[config.mk]
export PLATFORM = sky130hd
export DESIGN_NAME = rv32i_instruction_decoder_unit
export DESIGN_NICKNAME = d
export VERILOG_FILES = /design/src/rvdec_pkg.sv /design/src/rv32i_instruction_decoder_unit.sv /design/src/rvdec_decode.sv
export SDC_FILE = /design/constraint.sdc
export NUM_CORES = 1
export LEC_CHECK = 0
export BUFFER_PORTS_ARGS = -buffer_cell sky130_fd_sc_hd__buf_2
export CAP_MARGIN = 25
export CORE_ASPECT_RATIO = 1.4
export CORE_MARGIN = 4
export CORE_UTILIZATION = 52
export DETAILED_ROUTE_END_ITERATION = 16
export PLACE_DENSITY = 0.76
export SLEW_MARGIN = 5
export SYNTH_ARGS = -nofsm -noshare
export SYNTH_HDL_FRONTEND = slang
export SYNTH_HIERARCHICAL = 1
export SYNTH_SLANG_ARGS = --single-unit
[constraint.sdc]
create_clock -name i_clk -period 8.35 [get_ports i_clk]
set_input_delay 0.835 -clock i_clk [delete_from_list [all_inputs] [get_ports i_clk]]
set_output_delay 0.835 -clock i_clk [all_outputs]
set_load 0.03 [all_outputs]
[src/rvdec_pkg.sv]
// rvdec_pkg: types and codes for the rv32i instruction decoder
// transaction structs, major opcode codes, class and format codes
// no dependencies
`default_nettype none

package rvdec_pkg;

    typedef struct packed {
        logic [31:0] instr_word;
        logic [31:0] fetch_pc;
        logic        fetch_valid;
    } t_dec_in;

    typedef struct packed {
        logic [31:0] out_pc;
        logic [4:0]  dest_reg;
        logic [4:0]  src1_reg;
        logic [4:0]  src2_reg;
        logic [31:0] immediate;
        logic        out_valid;
        logic        illegal_op;
        logic        is_jump;
        logic        jump_via_reg;
        logic        writes_dest;
        logic        reads_src1;
        logic        reads_src2;
    } t_dec_out;

    // major opcode, instruction bits 6:2
    localparam logic [4:0] OPC_LOAD   = 5'b00000;
    localparam logic [4:0] OPC_OPIMM  = 5'b00100;
    localparam logic [4:0] OPC_AUIPC  = 5'b00101;
    localparam logic [4:0] OPC_STORE  = 5'b01000;
    localparam logic [4:0] OPC_OP     = 5'b01100;
    localparam logic [4:0] OPC_LUI    = 5'b01101;
    localparam logic [4:0] OPC_BRANCH = 5'b11000;
    localparam logic [4:0] OPC_JALR   = 5'b11001;
    localparam logic [4:0] OPC_JAL    = 5'b11011;
    localparam logic [4:0] OPC_SYSTEM = 5'b11100;

    localparam logic [1:0] LOW_BITS_32 = 2'b11;

    localparam logic [3:0] CLS_INVALID = 4'd0;
    localparam logic [3:0] CLS_LOAD    = 4'd1;
    localparam logic [3:0] CLS_OPIMM   = 4'd2;
    localparam logic [3:0] CLS_AUIPC   = 4'd3;
    localparam logic [3:0] CLS_STORE   = 4'd4;
    localparam logic [3:0] CLS_OP      = 4'd5;
    localparam logic [3:0] CLS_LUI     = 4'd6;
    localparam logic [3:0] CLS_BRANCH  = 4'd7;
    localparam logic [3:0] CLS_JALR    = 4'd8;
    localparam logic [3:0] CLS_JAL     = 4'd9;
    localparam logic [3:0] CLS_SYSTEM  = 4'd10;

    localparam logic [2:0] FMT_NONE = 3'd0;
    localparam logic [2:0] FMT_R    = 3'd1;
    localparam logic [2:0] FMT_I    = 3'd2;
    localparam logic [2:0] FMT_S    = 3'd3;
    localparam logic [2:0] FMT_B    = 3'd4;
    localparam logic [2:0] FMT_U    = 3'd5;
    localparam logic [2:0] FMT_J    = 3'd6;

endpackage

`default_nettype wire

[src/rv32i_instruction_decoder_unit.sv]
// rv32i_instruction_decoder_unit: top level of the rv32i instruction decoder
// input register, decode logic, result register
// depends on rvdec_pkg and rvdec_decode
//
// input channel: i_valid / o_stall with i_data (rvdec_pkg::t_dec_in); a transaction
// is taken at a rising edge with i_valid high and o_stall low
// output channel: o_valid / i_stall with o_data (rvdec_pkg::t_dec_out); one result
// transaction for every input transaction, in order
// a transaction passes through the input register and the result register, with the
// decode logic between them
// throughput: one transaction per cycle while i_stall stays low
// while i_stall is high the result register holds its contents; the input
// register still takes one more transaction, and o_stall rises only once
// both registers are full
// reset (i_rst_n low, synchronous) empties both registers; o_valid is low after
`default_nettype none

module rv32i_instruction_decoder_unit (
    input  var logic                i_clk,
    input  var logic                i_rst_n,
    input  var logic                i_valid,
    output var logic                o_stall,
    input  var rvdec_pkg::t_dec_in  i_data,
    output var logic                o_valid,
    input  var logic                i_stall,
    output var rvdec_pkg::t_dec_out o_data
);

    logic                r_in_valid;
    logic                n_in_valid;
    rvdec_pkg::t_dec_in  r_in_data;
    logic                r_out_valid;
    logic                n_out_valid;
    rvdec_pkg::t_dec_out r_out_data;
    rvdec_pkg::t_dec_out dec_result;
    logic                out_ready;
    logic                in_ready;

    assign out_ready = !r_out_valid || !i_stall;
    assign in_ready  = !r_in_valid || out_ready;

    rvdec_decode u_decode (
        .i_item   (r_in_data),
        .o_result (dec_result)
    );

    always_comb begin
        n_in_valid  = in_ready ? i_valid : r_in_valid;
        n_out_valid = out_ready ? r_in_valid : r_out_valid;
    end

    always_ff @(posedge i_clk) begin
        if (!i_rst_n) begin
            r_in_valid  <= 1'b0;
            r_out_valid <= 1'b0;
        end else begin
            r_in_valid  <= n_in_valid;
            r_out_valid <= n_out_valid;
        end
    end

    always_ff @(posedge i_clk) begin
        if (in_ready && i_valid) begin
            r_in_data <= i_data;
        end
        if (out_ready && r_in_valid) begin
            r_out_data <= dec_result;
        end
    end

    assign o_stall = !in_ready;
    assign o_valid = r_out_valid;
    assign o_data  = r_out_data;

endmodule

`default_nettype wire

[src/rvdec_decode.sv]
// rvdec_decode: combinational decode of one rv32i instruction
// class, format, immediate, register-use and jump flags
// depends on rvdec_pkg
`default_nettype none

module rvdec_decode (
    input  var rvdec_pkg::t_dec_in  i_item,
    output var rvdec_pkg::t_dec_out o_result
);

    logic [31:0] w;
    logic [3:0]  cls;
    logic [2:0]  fmt;
    logic [31:0] imm;
    logic        known;

    assign w = i_item.instr_word;

    always_comb begin
        unique case (w[6:2])
            rvdec_pkg::OPC_LOAD:   cls = rvdec_pkg::CLS_LOAD;
            rvdec_pkg::OPC_OPIMM:  cls = rvdec_pkg::CLS_OPIMM;
            rvdec_pkg::OPC_AUIPC:  cls = rvdec_pkg::CLS_AUIPC;
            rvdec_pkg::OPC_STORE:  cls = rvdec_pkg::CLS_STORE;
            rvdec_pkg::OPC_OP:     cls = rvdec_pkg::CLS_OP;
            rvdec_pkg::OPC_LUI:    cls = rvdec_pkg::CLS_LUI;
            rvdec_pkg::OPC_BRANCH: cls = rvdec_pkg::CLS_BRANCH;
            rvdec_pkg::OPC_JALR:   cls = rvdec_pkg::CLS_JALR;
            rvdec_pkg::OPC_JAL:    cls = rvdec_pkg::CLS_JAL;
            rvdec_pkg::OPC_SYSTEM: cls = rvdec_pkg::CLS_SYSTEM;
            default:               cls = rvdec_pkg::CLS_INVALID;
        endcase
    end

    always_comb begin
        if (w[1:0] != rvdec_pkg::LOW_BITS_32) begin
            fmt = rvdec_pkg::FMT_NONE;
        end else begin
            unique case (cls) inside
                rvdec_pkg::CLS_LOAD, rvdec_pkg::CLS_OPIMM,
                rvdec_pkg::CLS_JALR:   fmt = rvdec_pkg::FMT_I;
                rvdec_pkg::CLS_AUIPC,
                rvdec_pkg::CLS_LUI:    fmt = rvdec_pkg::FMT_U;
                rvdec_pkg::CLS_STORE:  fmt = rvdec_pkg::FMT_S;
                rvdec_pkg::CLS_OP:     fmt = rvdec_pkg::FMT_R;
                rvdec_pkg::CLS_BRANCH: fmt = rvdec_pkg::FMT_B;
                rvdec_pkg::CLS_JAL:    fmt = rvdec_pkg::FMT_J;
                default:               fmt = rvdec_pkg::FMT_NONE;
            endcase
        end
    end

    always_comb begin
        unique case (fmt)
            rvdec_pkg::FMT_I: imm = {{20{w[31]}}, w[31:20]};
            rvdec_pkg::FMT_S: imm = {{20{w[31]}}, w[31:25], w[11:7]};
            rvdec_pkg::FMT_B: imm = {{19{w[31]}}, w[31], w[7], w[30:25], w[11:8], 1'b0};
            rvdec_pkg::FMT_U: imm = {w[31:12], 12'b0};
            rvdec_pkg::FMT_J: imm = {{11{w[31]}}, w[31], w[19:12], w[20], w[30:21], 1'b0};
            default:          imm = 32'b0;
        endcase
    end

    assign known = (cls != rvdec_pkg::CLS_INVALID);

    always_comb begin
        o_result.out_pc       = i_item.fetch_pc;
        o_result.dest_reg     = w[11:7];
        o_result.src1_reg     = w[19:15];
        o_result.src2_reg     = w[24:20];
        o_result.immediate    = imm;
        o_result.out_valid    = known && i_item.fetch_valid;
        o_result.illegal_op   = !known && i_item.fetch_valid;
        o_result.is_jump      = (cls == rvdec_pkg::CLS_BRANCH) || (cls == rvdec_pkg::CLS_JAL)
                             || (cls == rvdec_pkg::CLS_JALR) || (cls == rvdec_pkg::CLS_SYSTEM);
        o_result.jump_via_reg = (cls == rvdec_pkg::CLS_JALR);
        o_result.writes_dest  = (w[11:7] != 5'd0)
                             && ((fmt == rvdec_pkg::FMT_R) || (fmt == rvdec_pkg::FMT_I)
                             || (fmt == rvdec_pkg::FMT_U) || (fmt == rvdec_pkg::FMT_J));
        o_result.reads_src1   = (w[19:15] != 5'd0)
                             && ((fmt == rvdec_pkg::FMT_R) || (fmt == rvdec_pkg::FMT_I)
                             || (fmt == rvdec_pkg::FMT_S) || (fmt == rvdec_pkg::FMT_B));
        o_result.reads_src2   = (w[24:20] != 5'd0)
                             && ((fmt == rvdec_pkg::FMT_R) || (fmt == rvdec_pkg::FMT_S)
                             || (fmt == rvdec_pkg::FMT_B));
    end

endmodule

`default_nettype wire

==> impl_metrics.toml <==
[die]
io_pins = 157
initial_utilization = 0.528
die_w_um = 98.5
die_h_um = 135
core.rowCount = 46
placeableCoreArea_um2 = 11300
dieArea_um2 = 13300

[pwr]
leakage_nw = 2.81
seq_power_share = 0.503
share_clk_of_total_power = 0.425
intPower_w = 0.00139
powerDensity_nw_per_um2 = 253
total_switching_power_w = 0.000420
ir_worst_vdd_uv = 167
swShare = 0.233
combPwrFrac = 0.071

[drt]
drt_drc_violations_left = 0
wl_per_cell_um = 16.6
firstDrtPassIters = 5
postRouteAntennaNets = 0
routed_wl_mm = 10.4
detail_route.iter0.violations = 127
vias = 3232
route.detailed.vias_per_inst = 5.18

[cells_and_area]
final_common_cell = "sky130_fd_sc_hd__buf_2"
fillCellCount = 868
final-instance-count-excl-fill = 624
post_route_cells_drive_above_1_share = 0.430
num-nets-final = 539
final_cell_mix = "156 x sky130_fd_sc_hd__buf_2, 151 x sky130_fd_sc_hd__edfxtp_1, 19 x sky130_fd_sc_hd__nand3_1"
area.growth.synth_to_final_pct = 20.0

[synth]
yosys.area.top_type = "sky130_fd_sc_hd__edfxtp_1"
yosys_warnings = 6
syn-mean-instance-area_um2 = 17.1
synth_area_leaders = "sky130_fd_sc_hd__edfxtp_1 76%, sky130_fd_sc_hd__buf_4 6.4%, sky130_fd_sc_hd__nand3_1 1.6%, sky130_fd_sc_hd__a32oi_1 1.3%, sky130_fd_sc_hd__a21o_1 1.3%"
synth_enable_flop_cells = 151
synthesis.area_um2 = 5960
yosysUniqueCellTypes = 51
synth-async-reset-ratio = 0
yosysTopAreaCellShare = 0.761
synth_cells = 348
syn-num-nets = 421
synth_ff_type = "sky130_fd_sc_hd__edfxtp_1"
synth.ff_latch_count = 153
synth.yosys.seq_area_share = 0.768

[timing]
period_needed_ps = 3350
grt_setup_unrepaired = "no"
worst_slew_margin_rel = 0.480
maxSlewViolCount = 0
max_freq_mhz = 299
largest_clock_skew_in_the_final_design_ps = 6.28
timing.final.crit_share = 0.401
fin_ws_ps = 5000
setup-violations-final = 0
hold_violations = 0
setup_tns_ps = 0
tightest_slew_ps = 779

[critical_path]
reg2reg_setup_slack_ps = 5000
timing.setup.critical_path_class = "flop to flop"
critPathRequiredTime_ps = 8600
crit_arrival_ps = 3600
crit_slowest_cell = "sky130_fd_sc_hd__ha_1"
critical_path.cell_chain = "inv_1, ha_1, nor2b_1, a21oi_1, nand2b_1, a211oi_1, o21a_1, ha_1, nand3_1, nand3_1"
critPathMaxStageDelay_ps = 590
endpoint_kind = "flop"
crit_path_start_kind = "flop"
largest_driver_fanout_on_the_critical_path = 19

[place]
detailedPlacementHpwl_mm = 7.18
post-place-ws_ps = 5110
portBuffers = 156
place.detailed.instances = 590
gp_congestion = 0.864

[clocking]
clock_tree_from_tritoncts = "yes"
cts.sink_count = 153
cts_max_level = 4
cts_inserted_buffers = 17
cts.reportedPaths.clkPinSlew_ps = 60
cts_resized = 0
clock_network_latency_to_the_later_pin_of_the_worst_skew_pair_ps = 410
ctsLongestPathBuffers = 2
cts.hold.buffers_added = 0
root_buffer = "sky130_fd_sc_hd__clkbuf_16"
post_cts.repair.setup_buffers = 0

[global_routing]
grt_pass1_wl_mm = 16.1
global_route.overflow_total = 0
largest_net_degree_at_the_start_of_global_routing = 87
first_global_vias = 3295
initial_antenna_violation_count = 2
grt_util_overall = 0.158

[status]
outcome = "finished, final reports clean"

[run]
drv_cap = 0

[worst_hold_path]
min-delay-path-class = "flop to flop"
## synthesized netlist by cell type (all sizes together), types with 2 or more instances
cell / count
inv: 4
edfxtp: 151
nand2b: 3
clkbuf: 4
nor2: 8
ha: 4
nand3: 19
a32o: 2
a21o: 11
o21a: 4
nor3b: 2
nor2b: 11
nor3: 3
nand2: 8
a211oi: 2
o21ai: 7
a22o: 4
buf: 56
a21oi: 8
dfxtp: 2
a32oi: 10
and2: 6
## power groups by stage
stage | Combinational, W | Sequential (W) | Clock (W)
5_1_grt | 0.000138 | 0.000913 | 0.000825
4_1_cts | 0.000128 | 0.000911 | 0.000785
2_1_floorplan | 0.0000557 | 0.000971 | 0
6_report | 0.000129 | 0.000910 | 0.000769
3_5_place_dp | 0.000128 | 0.000927 | 0
3_3_place_gp | 0.000125 | 0.000925 | 0
## worst max-delay path, delay by kind of cell, from the launching register on
kind            cells  cell delay, ps
buf+inv             1              90
fa+ha+maj           2             930
compound gates      3             630
simple gates        4            1100
flops               1             450
## state kept, by name (all words and copies together), names as in the netlist
| signal | count |
|---|---|
| r_in_valid | 1 |
| o_valid | 1 |
| o_data | 86 |
| r_in_data | 65 |
## per-layer routing
metal	vias to the layer above	track usage	routed length (µm)	part of all wire
met5	-	0	13	0.0013
met1	1531	0.173	3770	0.36
met3	26	0.0574	808	0.078
li1	1523	-	-	-
met2	150	0.267	5480	0.53
met4	2	0.0835	316	0.030
## worst paths after layout
kind	start	cells after the start	endpoint
worst min register to register	r_in_data[25]$_DFFE_PP_	0	o_data[78]$_DFFE_PP_
worst max-delay path	r_in_data[35]$_DFFE_PP_	10	o_data[20]$_DFFE_PP_
worst max register to register	r_in_data[35]$_DFFE_PP_	10	o_data[20]$_DFFE_PP_
worst min-delay path	r_in_data[25]$_DFFE_PP_	0	o_data[78]$_DFFE_PP_
## cells by family (layout without fill, tap and decap cells)
kind of cell               count (synthesis)  count (layout)  synth area share
and+or+nand+nor                           68              68            0.0649
AOI/OAI and AO/OA                         57              57            0.0787
adders and majority gates                  4               4           0.00840
xor gates and xnor gates                   2               2           0.00294
other                                      0               1                 0
buffers and inverters                     64             195            0.0773
DFF                                      153             153             0.768
## final cells by class
cell class	instances	area [µm²]	area share
antenna	1	2.50	0.000350
clock buffer	17	425	0.0595
clock inverter	15	188	0.0262
inverter	4	15.0	0.00210
multi-input combinational	131	942	0.132
sequential	153	4570	0.640
tap	144	180	0.0252
timing repair buffer	159	823	0.115
## through the flow
stage,util,instance area [µm²],power (W),hold slack [ps]
floorplan,-,5960,0.00103,475
global placement,0.577,6510,0.00105,400
detailed placement,0.577,6510,0.00105,405
CTS,0.631,7120,0.00182,421
global route,0.634,7150,0.00188,424
finish,0.634,7150,0.00181,420
No activity file was read; power rests on OpenSTA's default activity.
